`config.mk`:
```
export PLATFORM = sky130hd
export DESIGN_NAME = two_threshold_spike_select
export DESIGN_NICKNAME = d
export VERILOG_FILES = /design/src/design/tts_pkg.sv /design/src/design/tts_stage.sv /design/src/design/tts_select.sv /design/src/design/two_threshold_spike_select.sv
export VERILOG_INCLUDE_DIRS = /design/src /design/src/design
export SDC_FILE = /design/constraint.sdc
export NUM_CORES = 1
export LEC_CHECK = 0
export ABC_AREA = 1
export BUFFER_PORTS_ARGS = -buffer_cell sky130_fd_sc_hd__buf_2
export CORE_MARGIN = 2
export CORE_UTILIZATION = 45
export DETAILED_ROUTE_END_ITERATION = 6
export GPL_TIMING_DRIVEN = 0
export MAX_ROUTING_LAYER = met4
export PLACE_DENSITY = 0.72
export SETUP_SLACK_MARGIN = 0.3
export SKIP_CTS_REPAIR_TIMING = 1
export SYNTH_ARGS = -nofsm -noshare
export SYNTH_HDL_FRONTEND = slang
export SYNTH_SLANG_ARGS = --single-unit
```
`constraint.sdc`:
```
create_clock -name clk -period 8.15 [get_ports clk]
set_input_delay 0 -clock clk [delete_from_list [all_inputs] [get_ports clk]]
set_output_delay 0 -clock clk [all_outputs]
set_load 0.03 [all_outputs]
```
`src/design/two_threshold_spike_select_defines.svh`:
```
// assertion macros used by the spike select design
`ifndef TWO_THRESHOLD_SPIKE_SELECT_DEFINES_SVH
`define TWO_THRESHOLD_SPIKE_SELECT_DEFINES_SVH

// same-cycle implication, sampled on clk, off during reset
`define TTS_ASSERT_NOW(label, ante, cons) \
  label: assert property (@(posedge clk) disable iff (!rst_n) (ante) |-> (cons)) \
    else $error("spike select check failed");

// next-cycle implication, sampled on clk, off during reset
`define TTS_ASSERT_NEXT(label, ante, cons) \
  label: assert property (@(posedge clk) disable iff (!rst_n) (ante) |=> (cons)) \
    else $error("spike select check failed");

`endif

```
`src/design/tts_pkg.sv`:
```
// types and constants of the two-threshold spike select block
`default_nettype none
package tts_pkg;

  localparam int VAL_W    = 16;
  localparam int NCOUNT_W = 13;
  localparam int LLEN_W   = 9;
  localparam int ID_W     = 20;
  localparam int RATIO_W  = 16;
  localparam int SLOT_W   = 8;
  localparam int TOTAL_W  = 9;
  localparam int PROD_W   = VAL_W + RATIO_W + 1;
  localparam int CFG_IDX_W  = 2;
  localparam int CFG_DATA_W = 20;

  // register indexes
  localparam logic [CFG_IDX_W-1:0] CFG_NEURON_COUNT    = 2'd0;
  localparam logic [CFG_IDX_W-1:0] CFG_LIST_LENGTH     = 2'd1;
  localparam logic [CFG_IDX_W-1:0] CFG_FIRST_NEURON_ID = 2'd2;
  localparam logic [CFG_IDX_W-1:0] CFG_CANDIDATE_RATIO = 2'd3;

  // register reset values
  localparam logic [NCOUNT_W-1:0] NEURON_COUNT_RESET = 13'd4096;
  localparam logic [LLEN_W-1:0]   LIST_LENGTH_RESET  = 9'd256;
  localparam logic [ID_W-1:0]     FIRST_ID_RESET     = 20'd0;
  localparam logic [RATIO_W-1:0]  RATIO_RESET        = 16'd58982;

  typedef struct packed {
    logic signed [VAL_W-1:0] membrane_value;
    logic signed [VAL_W-1:0] fire_level;
  } in_word_t;

  typedef struct packed {
    logic               slot_write;
    logic [SLOT_W-1:0]  slot_index;
    logic [ID_W-1:0]    neuron_id;
    logic               is_spike;
    logic               pass_done;
    logic [TOTAL_W-1:0] spike_total;
  } out_word_t;

  typedef struct packed {
    logic [NCOUNT_W-1:0] neuron_count;
    logic [LLEN_W-1:0]   list_length;
    logic [ID_W-1:0]     first_neuron_id;
    logic [RATIO_W-1:0]  candidate_ratio;
  } cfg_t;

endpackage
`default_nettype wire

```
`src/design/tts_stage.sv`:
```
// one valid/stall register stage holding a word
`default_nettype none
module tts_stage #(
  parameter type word_t = logic
) (
  input  logic  clk,
  input  logic  rst_n,
  input  logic  valid_i,
  output logic  stall_o,
  input  word_t data_i,
  output logic  valid_o,
  input  logic  stall_i,
  output word_t data_o
);

  logic  valid_r;
  word_t data_r;

  // hold only while a word sits here and the next side refuses it
  assign stall_o = valid_r && stall_i;
  assign valid_o = valid_r;
  assign data_o  = data_r;

  always_ff @(posedge clk) begin
    if (!rst_n) begin
      valid_r <= 1'b0;
    end else if (!stall_o) begin
      valid_r <= valid_i;
    end
  end

  always_ff @(posedge clk) begin
    if (!stall_o) begin
      data_r <= data_i;
    end
  end

endmodule
`default_nettype wire

```
`src/design/tts_select.sv`:
```
// pass state and per-neuron keep, spike and slot decision
`default_nettype none
`include "two_threshold_spike_select_defines.svh"
module tts_select #(
  parameter int MAX_LIST    = 256,
  parameter int MAX_NEURONS = 4096
) (
  input  logic               clk,
  input  logic               rst_n,
  input  tts_pkg::cfg_t      cfg,
  input  logic               fire,
  input  tts_pkg::in_word_t  item,
  output tts_pkg::out_word_t result
);
  import tts_pkg::*;

  localparam int POS_W = (MAX_NEURONS > 1) ? $clog2(MAX_NEURONS) : 1;
  localparam int NW    = $clog2(MAX_NEURONS + 1);
  localparam int NCW   = (NW > NCOUNT_W) ? NW : NCOUNT_W;
  localparam int CNT_W = $clog2(MAX_LIST + 1);
  localparam int LCW   = (CNT_W > LLEN_W) ? CNT_W : LLEN_W;
  localparam int CW    = (NW > CNT_W) ? NW : CNT_W;

  logic [POS_W-1:0] pos_r, pos_nxt;
  logic [CNT_W-1:0] front_r, front_nxt;
  logic [CNT_W-1:0] back_r, back_nxt;
  logic             full_r, full_nxt;

  logic [NCW-1:0]   n_wide;
  logic [NW-1:0]    n_cl;
  logic [LCW-1:0]   len_wide;
  logic [CNT_W-1:0] len_cl;
  logic [NW-1:0]    pos_w;
  logic [NW-1:0]    remaining;
  logic [CNT_W-1:0] used;
  logic [CNT_W-1:0] open_slots;
  logic [CNT_W-1:0] slot;
  logic [CNT_W:0]   used_ext;
  logic             last;
  logic             cand;
  logic             keep;
  logic             spike;
  logic             write;
  logic             done;

  logic signed [PROD_W-1:0] lhs;
  logic signed [PROD_W-1:0] prod;

  // value in Q17.16 against threshold times ratio in Q17.16
  assign lhs  = {item.membrane_value[VAL_W-1], item.membrane_value, {RATIO_W{1'b0}}};
  assign prod = item.fire_level * $signed({1'b0, cfg.candidate_ratio});
  assign cand = lhs > prod;

  always_comb begin
    n_wide = NCW'(cfg.neuron_count);
    if (n_wide == '0) begin
      n_cl = NW'(1);
    end else if (n_wide > NCW'(MAX_NEURONS)) begin
      n_cl = NW'(MAX_NEURONS);
    end else begin
      n_cl = NW'(n_wide);
    end

    len_wide = LCW'(cfg.list_length);
    if (len_wide == '0) begin
      len_cl = CNT_W'(1);
    end else if (len_wide > LCW'(MAX_LIST)) begin
      len_cl = CNT_W'(MAX_LIST);
    end else begin
      len_cl = CNT_W'(len_wide);
    end

    pos_w      = NW'(pos_r);
    last       = (pos_w + NW'(1)) >= n_cl;
    remaining  = (pos_w < n_cl) ? n_cl - pos_w : NW'(1);
    used       = front_r + back_r;
    open_slots = len_cl - used;
    keep       = cand || (CW'(remaining) <= CW'(open_slots));
    spike      = 1'b0;
    write      = 1'b0;
    done       = 1'b0;
    slot       = '0;
    front_nxt  = front_r;
    back_nxt   = back_r;
    full_nxt   = full_r;

    if (!full_r) begin
      if (used >= len_cl) begin
        // list shortened under a running pass
        full_nxt = 1'b1;
        done     = 1'b1;
      end else begin
        if (keep) begin
          write = 1'b1;
          if (item.membrane_value > item.fire_level) begin
            spike     = 1'b1;
            slot      = front_r;
            front_nxt = front_r + CNT_W'(1);
          end else begin
            slot     = len_cl - CNT_W'(1) - back_r;
            back_nxt = back_r + CNT_W'(1);
          end
          if (used + CNT_W'(1) >= len_cl) begin
            full_nxt = 1'b1;
            done     = 1'b1;
          end
        end
        if (last) begin
          done = 1'b1;
        end
      end
    end

    result.slot_write  = write;
    result.slot_index  = write ? SLOT_W'(slot) : '0;
    result.neuron_id   = cfg.first_neuron_id + ID_W'(pos_r);
    result.is_spike    = spike;
    result.pass_done   = done;
    result.spike_total = TOTAL_W'(front_nxt);

    pos_nxt = last ? '0 : pos_r + POS_W'(1);
  end

  always_ff @(posedge clk) begin
    if (!rst_n) begin
      pos_r   <= '0;
      front_r <= '0;
      back_r  <= '0;
      full_r  <= 1'b0;
    end else if (fire) begin
      if (last) begin
        pos_r   <= '0;
        front_r <= '0;
        back_r  <= '0;
        full_r  <= 1'b0;
      end else begin
        pos_r   <= pos_nxt;
        front_r <= front_nxt;
        back_r  <= back_nxt;
        full_r  <= full_nxt;
      end
    end
  end

  assign used_ext = (CNT_W + 1)'(front_r) + (CNT_W + 1)'(back_r);

  `TTS_ASSERT_NOW(a_used_bound, 1'b1, used_ext <= (CNT_W + 1)'(MAX_LIST))
  `TTS_ASSERT_NOW(a_no_write_when_full, full_r, !result.slot_write && !result.pass_done)
  `TTS_ASSERT_NEXT(a_pass_end_clears, fire && last,
                   pos_r == '0 && front_r == '0 && back_r == '0 && !full_r)
  `TTS_ASSERT_NEXT(a_early_done_marks_full, fire && result.pass_done && !last, full_r)

endmodule
`default_nettype wire

```
`src/design/two_threshold_spike_select.sv`:
```
`default_nettype none
// Two-threshold spike select: takes one neuron word per cycle (membrane value
// and threshold) while not stalled and returns one result word per neuron via
// the input register, the select logic and the output register. The rate is
// set by the combinational select path between the input and output
// registers, where one 16x17 signed multiply and the slot counters of the
// running pass are updated together. A stalled output does not block the
// input side until both registers hold words. Configuration is written
// through cfg_wr_en/cfg_index/cfg_data and must only change while the block is idle.
module two_threshold_spike_select #(
  parameter int MAX_LIST    = 256,
  parameter int MAX_NEURONS = 4096
) (
  input  logic                                 clk,
  input  logic                                 rst_n,
  input  logic                                 in_valid,
  output logic                                 in_stall,
  input  tts_pkg::in_word_t                    in_data,
  output logic                                 out_valid,
  input  logic                                 out_stall,
  output tts_pkg::out_word_t                   out_data,
  input  logic                                 cfg_wr_en,
  input  logic [tts_pkg::CFG_IDX_W-1:0]        cfg_index,
  input  logic [tts_pkg::CFG_DATA_W-1:0]       cfg_data
);
  import tts_pkg::*;

  cfg_t      cfg_r;
  in_word_t  held_word;
  out_word_t sel_word;
  logic      held_valid;
  logic      out_side_stall;
  logic      fire;

  always_ff @(posedge clk) begin
    if (!rst_n) begin
      cfg_r.neuron_count    <= NEURON_COUNT_RESET;
      cfg_r.list_length     <= LIST_LENGTH_RESET;
      cfg_r.first_neuron_id <= FIRST_ID_RESET;
      cfg_r.candidate_ratio <= RATIO_RESET;
    end else if (cfg_wr_en) begin
      unique case (cfg_index)
        CFG_NEURON_COUNT:    cfg_r.neuron_count    <= cfg_data[NCOUNT_W-1:0];
        CFG_LIST_LENGTH:     cfg_r.list_length     <= cfg_data[LLEN_W-1:0];
        CFG_FIRST_NEURON_ID: cfg_r.first_neuron_id <= cfg_data[ID_W-1:0];
        CFG_CANDIDATE_RATIO: cfg_r.candidate_ratio <= cfg_data[RATIO_W-1:0];
        default: ;
      endcase
    end
  end

  tts_stage #(.word_t(in_word_t)) u_in_stage (
    .clk     (clk),
    .rst_n   (rst_n),
    .valid_i (in_valid),
    .stall_o (in_stall),
    .data_i  (in_data),
    .valid_o (held_valid),
    .stall_i (out_side_stall),
    .data_o  (held_word)
  );

  // a word leaves the input register and updates the pass state together
  assign fire = held_valid && !out_side_stall;

  tts_select #(
    .MAX_LIST    (MAX_LIST),
    .MAX_NEURONS (MAX_NEURONS)
  ) u_select (
    .clk    (clk),
    .rst_n  (rst_n),
    .cfg    (cfg_r),
    .fire   (fire),
    .item   (held_word),
    .result (sel_word)
  );

  tts_stage #(.word_t(out_word_t)) u_out_stage (
    .clk     (clk),
    .rst_n   (rst_n),
    .valid_i (held_valid),
    .stall_o (out_side_stall),
    .data_i  (sel_word),
    .valid_o (out_valid),
    .stall_i (out_stall),
    .data_o  (out_data)
  );

endmodule
`default_nettype wire
```
After elaboration in Yosys (flattened, before gate mapping). Index checks and enable logic that the tools add are counted.

Word-level logic and storage cells: 91. Flip-flop bits (word level): 163.

Reductions and logical operators: 16. $mul: 1. Magnitude comparators: 9. $add $sub $neg: 11. Bitwise operators: 2. Multiplexer cells: 28. Eq/ne operators: 6.

Operators with widths (number): two-way mux 9 bit (12); two-way mux 13 bit (3); > comparator 32 x 33 -> 1 bit (1); multiplier 16 x 17 -> 33 bit (1); adder 9 x 1 -> 9 bit, second input constant (3); adder 20 x 12 -> 20 bit (1); greater-or-equal comparator 9 bit (2); > comparator 16 bit (1); adder 12 x 1 -> 13 bit, second input constant (1); greater-or-equal comparator 13 bit (1); > comparator 13 bit, second input constant (1); less-or-equal comparator 13 x 9 -> 1 bit (1); zero test 13 bit (1); < comparator 12 x 13 -> 1 bit (1); subtractor 13 x 12 -> 13 bit (1); adder 12 x 1 -> 12 bit, second input constant (1); two-way mux 12 bit (1); two-way mux 1 bit (11); adder 9 bit (1); > comparator 9 bit, second input constant (1); zero test 9 bit (1); subtractor 9 bit (1); two-way mux 8 bit (1); AND reduction 2 bit (4); 15 further kinds (20).

Logic depth before layout (Yosys ltp). Gate-level depths: netlist of the first run.

Depth after elaboration: 12. Depth in mapped cells: 48. Mapped depth without buffers: 45.

Hierarchy. From an unflattened synthesis of the first run, not the netlist that was laid out.

Cell total of the unflattened synthesis: 2663. Area, all modules: 19966.6 µm².

By module, submodules not included: tts_select (cells an instance 2225, sequential area each 620.6 µm², times used 1, area each 15320.9 µm²); two_threshold_spike_select (cells an instance 354, sequential area each 1161.1 µm², times used 1, area each 2391.0 µm²); tts_stage (u_out_stage) (cells an instance 46, sequential area each 1221.2 µm², times used 1, area each 1247.4 µm²); tts_stage (u_in_stage) (cells an instance 38, sequential area each 980.9 µm², times used 1, area each 1007.2 µm²).

Least setup slack after synthesis of the first run. No wires, ideal clock.

Path type: register to register. Start point: register u_in_stage.data_r, in the netlist u_in_stage.data_o[3]. End point: register u_select.back_r[7]. Stages on the path, launching flop included: 43. Period minus slack after synthesis: 7854 ps. Library setup time: 115 ps. Slack: 296 ps. Data arrival time: 7739 ps. Cells stage by stage: edfxtp_1 -> clkbuf_1 -> clkbuf_1 -> nand2_1 -> fa_1 -> fa_1 -> fa_1 -> fa_1 -> inv_1 -> fa_1 -> inv_1 -> fa_1 -> inv_1 -> ha_1 -> a21o_1 -> a21oi_1 -> nand3_2 -> a21oi_1 -> [... 7 more ...] -> nand4_1 -> nor2_1 -> nand3_1 -> nor2_1 -> nand2_1 -> nor2_1 -> nand3_1 -> nand2_1 -> nand2_2 -> nand3_4 -> nand2_4 -> nor2_4 -> nand2_4 -> nand2_4 -> buf_12 -> nand3_1 -> nand2_1 -> nor2_1.

Longest elaborated chain between the ends: 5.

RTL lines: from (decl) (line tts_stage.sv:17) `word_t data_r;`; from (signal assigned) (line tts_stage.sv:34) `data_r <= data_i;`; multiplier 16 x 17 -> 33 bit (line tts_select.sv:51) `assign prod = item.fire_level * $signed({1'b0, cfg.candidate_ratio});`; > comparator 32 x 33 -> 1 bit (line tts_select.sv:52) `assign cand = lhs > prod;`; logical OR 1 bit (line tts_select.sv:78) `keep = cand || (CW'(remaining) <= CW'(open_slots));`; nonzero test 2 bit (no line); AND reduction 5 bit (no line) *; to (signal assigned) (line tts_select.sv:139) `back_r <= back_nxt;`; to (decl) (line tts_select.sv:26) `logic [CNT_W-1:0] back_r, back_nxt;`.

Mark *: on every way between the ends. The rest lies on a longest branch, timed or not. A chain may end at the register's enable or synchronous reset.

Final worst setup path of the first run.
Start point: register cfg_r[7] (netlist bit). End point: register u_out_stage.data_r, in the netlist u_out_stage.data_o[9] (data pin).

Longest elaborated chain between the ends: 6.

RTL lines: from (decl) (line two_threshold_spike_select.sv:28) `cfg_t cfg_r;`; multiplier 16 x 17 -> 33 bit (line tts_select.sv:51); > comparator 32 x 33 -> 1 bit (line tts_select.sv:52); logical OR 1 bit (line tts_select.sv:78); two-way mux 1 bit (line tts_select.sv:93) `if (keep) begin`; two-way mux 1 bit (line tts_select.sv:108) `if (last) begin`; two-way mux 1 bit (line tts_select.sv:88) `if (used >= len_cl) begin`; to (signal assigned) (line tts_stage.sv:34); to (decl) (line tts_stage.sv:17).

No other way between the ends.

==> metrics.cfg, run 1 <==
[status]
status = finished, violations left
violations = negative hold slack, negative setup slack

[cts]
clock_sinks = 163
clock_latency_ps = 490
cts_tree = built
cts_buffers = 17
max-clock-path-buffers = 2
path_clk_slew_ps = 70
root_buffer = clkbuf_16
htree_levels = 4

[critical_path]
r2r_start = cfg_r[7]
worstPathArrival_ps = 8520
cp_slowest_cell = fa_1
path_buf_inv = 10
r2r_slack_ps = -140
setup.worst_path.start = cfg_r[7]
worstSetupPathType = reg2reg
cp-start-kind = flop
regToRegEndpoint = u_out_stage.data_o[9]
crit_path_end_kind = flop
endpoint = u_out_stage.data_o[9]
critPathRequiredTime_ps = 8380
ff2ff_path_depth = 42
path_delay_family = adder cells
path_max_fanout = 6
max_stage_delay_ps = 540
cp_num_cells = 42

[grt]
grt_use_total = 0.252
gr-usage-met3 = 0.0383
grt.met2_usage = 0.408
grt_remaining_overflow = 0
grt_pass1_vias = 16900
grt_first_pass_wirelength_mm = 85.5
grt_util_met1 = 0.320
antenna_found_initial = 0
grt_max_degree = 33
grt-busiest-layer = met2

[floorplanning]
die_w_microns = 212
core_area_sq_um = 42900
ioPinCount = 101
die_h_microns = 212
dieArea_sq_um = 44800
rows = 76
start_util = 0.453

[finish]
seq_area_sq_um = 3990
fillers = 3874
areaGrowthSynthToFinish_pct = 19.3
layout_commonest_cell = inv_1
mostFrequentLayoutCells = inv_1, nand2_1, ha_1, fa_1, nor2_1
final_util = 0.540
n_antenna_cell = 0
nets = 3224
drive_above_1_share = 0.140
multiInputGateArea_sq_um = 13400
instances_no_fill = 3326

[placed_design]
gp_congestion = 0.975
dpl_worst_slack_ps = -1840
port_buffers = 99
dp_hpwl_mm = 42.7
placed_cells = 3188

[routing]
viasPerCell = 5.15
ant_nets = 0
routedWlPerCell_microns = 16.5
vias = 17100
drc = 0
firstDrtPassIters = 5
drtIter0Drc = 1257
routed_wl_mm = 54.8

[synth]
synth_warnings = 0
ys_seq_elements = 163
syn_avg_cell_area_sq_um = 7.76
netlist_instances = 2503
synth_flop_cell = dfxtp_1
synth.largest_area_cell = fa_1
synth-edff-count = 72
async_flop_share = 0
syn_area_sq_um = 19400
syn_nets = 2999
ys_seq_area_frac = 0.205
synthTopCellsByArea = fa_1, ha_1, edfxtp_1
yosys.area.top_type_share = 0.205
synth_cell_type_count = 46

[timing]
drv_slew = 0
slew_headroom = 0.459
fin_ws_ps = -139
worst_pin_slew_ps = 811
rsz0062_at_grt = true
min_period_ps = 8290
hold_ws_ps = -26.7
finClkSkew_ps = 12.5
fin_setup_tns_ps = -2040
finalHoldViolCount = 2
finalCritPeriodShare = 1.02
fmax_mhz = 121
setup_viol = 29

[worst_hold_path]
worstHoldPathType = in2reg

[job]
maxCapViolCount = 0

## synthesized netlist by cell type, types with 3 or more instances
cell        n
xnor2_1    30
nand2_2    11
nand2_4     3
or2_2       3
inv_1     564
a21oi_2     6
nor4_1     10
nand3_1    78
o21ai_1     5
inv_2       3
nor3b_1     4
xor2_1     54
o21ai_0    89
nor3_1     15
nand3b_1    4
o21a_1      3
buf_1       3
a21oi_1   143
dfxtp_1    91
nor2_1    156
a21boi_0    4
o22ai_1     6
fa_1      199
nand2_1   546
clkbuf_1   84
a211oi_1    3
nand4_1    23
o31ai_1     3
edfxtp_1   72
o21bai_1   11
and2_1      5
ha_1      238
o211ai_1    6
nand3_2     6
a31oi_1     6
## cell families after synthesis
family                     after synthesis  synth area share
xor gates and xnor gates                84            0.0379
and+or+nand+nor                        870             0.188
AOI/OAI and AO/OA                      292            0.0823
adders and majority gates              437             0.358
DFF                                    163             0.205
buffers and inverters                  657             0.128
## sequential cells by signal, indices dropped and copies added, names as in the netlist
name / count
u_select.back_r: 9
u_out_stage.valid_o: 1
u_in_stage.valid_o: 1
u_select.full_r: 1
cfg_r: 58
u_in_stage.data_o: 32
u_select.pos_r: 12
u_out_stage.data_o: 40
u_select.front_r: 9
## layout make-up
cell class,instances,area share
clock inverter,12,0.00470
multi-input combinational,1684,0.577
inverter,567,0.0919
timing repair buffer,205,0.0664
clock buffer,20,0.0211
tap,585,0.0316
buffer,90,0.0352
sequential,163,0.172
## worst register-to-register path: cells and delay by family, from the launching register on
family          cells  cell delay [ps]
fa+ha+maj           8             3590
xor+xnor            1              160
flops               1              320
simple gates       14             1740
compound gates      9             1510
buf+inv            10              710
## metrics by stage
| step | hold slack (ps) | instance area [sq um] |
|---|---|---|
| floorplan | 98.9 | 19400 |
| global placement | 176 | 20700 |
| detailed placement | 178 | 20700 |
| CTS | -338 | 21300 |
| global route | 10.9 | 23200 |
| finish | -26.7 | 23200 |
## layer usage
layer,vias to the layer above,wire length [microns],part of all wire
li1,8184,-,-
met1,8194,23400,0.43
met2,616,25800,0.47
met3,135,3450,0.063
met4,0,2120,0.039
met5,-,0,0
## worst min-delay path by stage
| stage | startpoint | end | slack (ps) | depth (start not counted) |
|---|---|---|---|---|
| floorplan | in_data[0] | u_in_stage.data_o[0] | 100 | 0 |
| global placement | in_data[28] | u_in_stage.data_o[28] | 180 | 1 |
| detailed placement | in_data[23] | u_in_stage.data_o[23] | 180 | 1 |
| CTS | in_data[17] | u_in_stage.data_o[17] | -340 | 1 |
| global route | cfg_wr_en | cfg_r[46] | 10 | 4 |
| finish | cfg_wr_en | cfg_r[46] | -30 | 4 |
Power of run 1 is not shown: default switching activity piles up to over one toggle a cycle in this logic, so the estimate is an artifact.
==> inputs of run 2 (changes only) <==
--- a/config.mk
+++ b/config.mk
@@ -15,7 +15,6 @@
 export MAX_ROUTING_LAYER = met4
 export PLACE_DENSITY = 0.72
 export SETUP_SLACK_MARGIN = 0.3
-export SKIP_CTS_REPAIR_TIMING = 1
 export SYNTH_ARGS = -nofsm -noshare
 export SYNTH_HDL_FRONTEND = slang
 export SYNTH_SLANG_ARGS = --single-unit
==> run 2 against run 1 <==
The run ends with negative setup slack left. First-iteration DRC count down 7.6%. Non-clock buffer count up 25. Sequential share of layout area down 0.47 points. Register-to-register slack better by 110 ps. Utilization up 1.5 points. Count of clock-buffer cells in the layout unchanged. Design area up 2.9%. Critical endpoint unchanged.
==> metrics.cfg, run 2 (same netlist as run 1, synthesis figures left out) <==
[status]
status = finished, violations left
violations = negative setup slack

[timing]
drv_slew = 0
rsz0062_at_grt = true
fmax_mhz = 122
finClkSkew_ps = 14.0
finalCritPeriodShare = 1.00
fin_setup_tns_ps = -29.8
min_period_ps = 8180
setup_viol = 1
finalHoldViolCount = 0
worst_pin_slew_ps = 854
slew_headroom = 0.431
fin_ws_ps = -29.8

[critical_path]
r2r_start = cfg_r[14]
r2r_slack_ps = -30
crit_path_end_kind = flop
endpoint = u_out_stage.data_o[9]
worstPathArrival_ps = 8420
path_max_fanout = 10
critPathRequiredTime_ps = 8390
regToRegEndpoint = u_out_stage.data_o[9]
worstSetupPathType = reg2reg
setup.worst_path.start = cfg_r[14]
ff2ff_path_depth = 39
cp-start-kind = flop
max_stage_delay_ps = 580
cp_slowest_cell = fa_1

[cts]
clock_sinks = 163
cts_tree = built
root_buffer = clkbuf_16
clock_latency_ps = 490
htree_levels = 4
cts_buffers = 17
max-clock-path-buffers = 2
path_clk_slew_ps = 70

[routing]
routedWlPerCell_microns = 16.9
drc = 0
viasPerCell = 5.17
ant_nets = 0
vias = 17300
drtIter0Drc = 1162
firstDrtPassIters = 5
routed_wl_mm = 56.6

[floorplanning]
core_area_sq_um = 42900
ioPinCount = 101
die_w_microns = 212
dieArea_sq_um = 44800
rows = 76
die_h_microns = 212
start_util = 0.453

[grt]
grt_pass1_vias = 17800
grt_use_total = 0.269
grt_remaining_overflow = 0
grt_max_degree = 33
grt_first_pass_wirelength_mm = 91.0
antenna_found_initial = 0

[finish]
largest_register = cfg_r
final_cell_area_sq_um = 23800
drive_above_1_share = 0.162
areaGrowthSynthToFinish_pct = 22.7
fillers = 3762
nets = 3248
mostFrequentLayoutCells = inv_1, nand2_1, ha_1, fa_1, nor2_1
n_antenna_cell = 0
largest_reg_flops = 58
layout_commonest_cell = inv_1

[placed_design]
dpl_worst_slack_ps = -1840
gp_congestion = 0.975
post_dp_cell_area_sq_um = 20700
dp_hpwl_mm = 42.7
port_buffers = 99

[worst_hold_path]
worstHoldPathType = in2reg

[job]
maxCapViolCount = 0

[run 2: cell count changes in the layout (fill, tap and decap cells not counted), sizes merged]
cell | previous run | this run
dlygate4sd3 | 53 | 57
nor2 | 162 | 161
buf | 209 | 196
clkbuf | 53 | 87
[run 2: worst min path at each step]
stage                start                endpoint  slack, ps  depth (start not counted)
6_report         out_stall   u_out_stage.data_o[0]        160                          2
5_1_grt          out_stall  u_out_stage.data_o[38]        190                          2
4_1_cts          out_stall   u_out_stage.data_o[2]        150                          2
3_5_place_dp   in_data[23]   u_in_stage.data_o[23]        180                          1
3_3_place_gp   in_data[28]   u_in_stage.data_o[28]        180                          1
2_1_floorplan   in_data[0]    u_in_stage.data_o[0]        100                          0
[run 2: worst max-delay path, delay by kind of cell, from the launching register on]
family,cells,cell delay [ps]
adders and majority gates,8,3610
and+or+nand+nor,13,1660
buffers and inverters,9,1090
AOI/OAI and AO/OA,8,1060
DFF,1,320
xor gates and xnor gates,1,160
[run 2: per-layer routing]
layer,GRT usage,share of wire,vias up
li1,-,-,8227
met1,0.328,0.42,8322
met2,0.447,0.48,641
met3,0.0432,0.066,146
met4,0.107,0.037,0
met5,-,0,-
[run 2: metrics by stage]
stage                     std cells  hold WS (ps)   util
after global routing           3350           193  0.556
after global placement         3187           176  0.482
after detailed placement       3188           178  0.482
final                          3350           164  0.556
after CTS                      3332           152  0.544
after floorplan                2503          98.9      -
[run 2: cell type report]
class                   count  area [sq um]  share of cell area
inverters                 567          2130              0.0893
clock inverters            12           109             0.00457
well taps                 585           732              0.0307
flip-flops and latches    163          3990               0.167
plain buffers              90          1030              0.0431
multi-input cells        1683         13600               0.571
repair buffers            230          1740              0.0731
clock buffers              20           489              0.0205
[run 2: timing repair]
item / CTS / global route
gates resized for setup: 271 / 115
pin swaps: 75 / 83
hold buffers: 57 / 0
setup endpoints to repair: 39 / 39
setup buffers: 54 / 17
hold endpoints to repair: 92 / 0
gates cloned: 1 / 1
Power of run 2 is left out for the same reason.
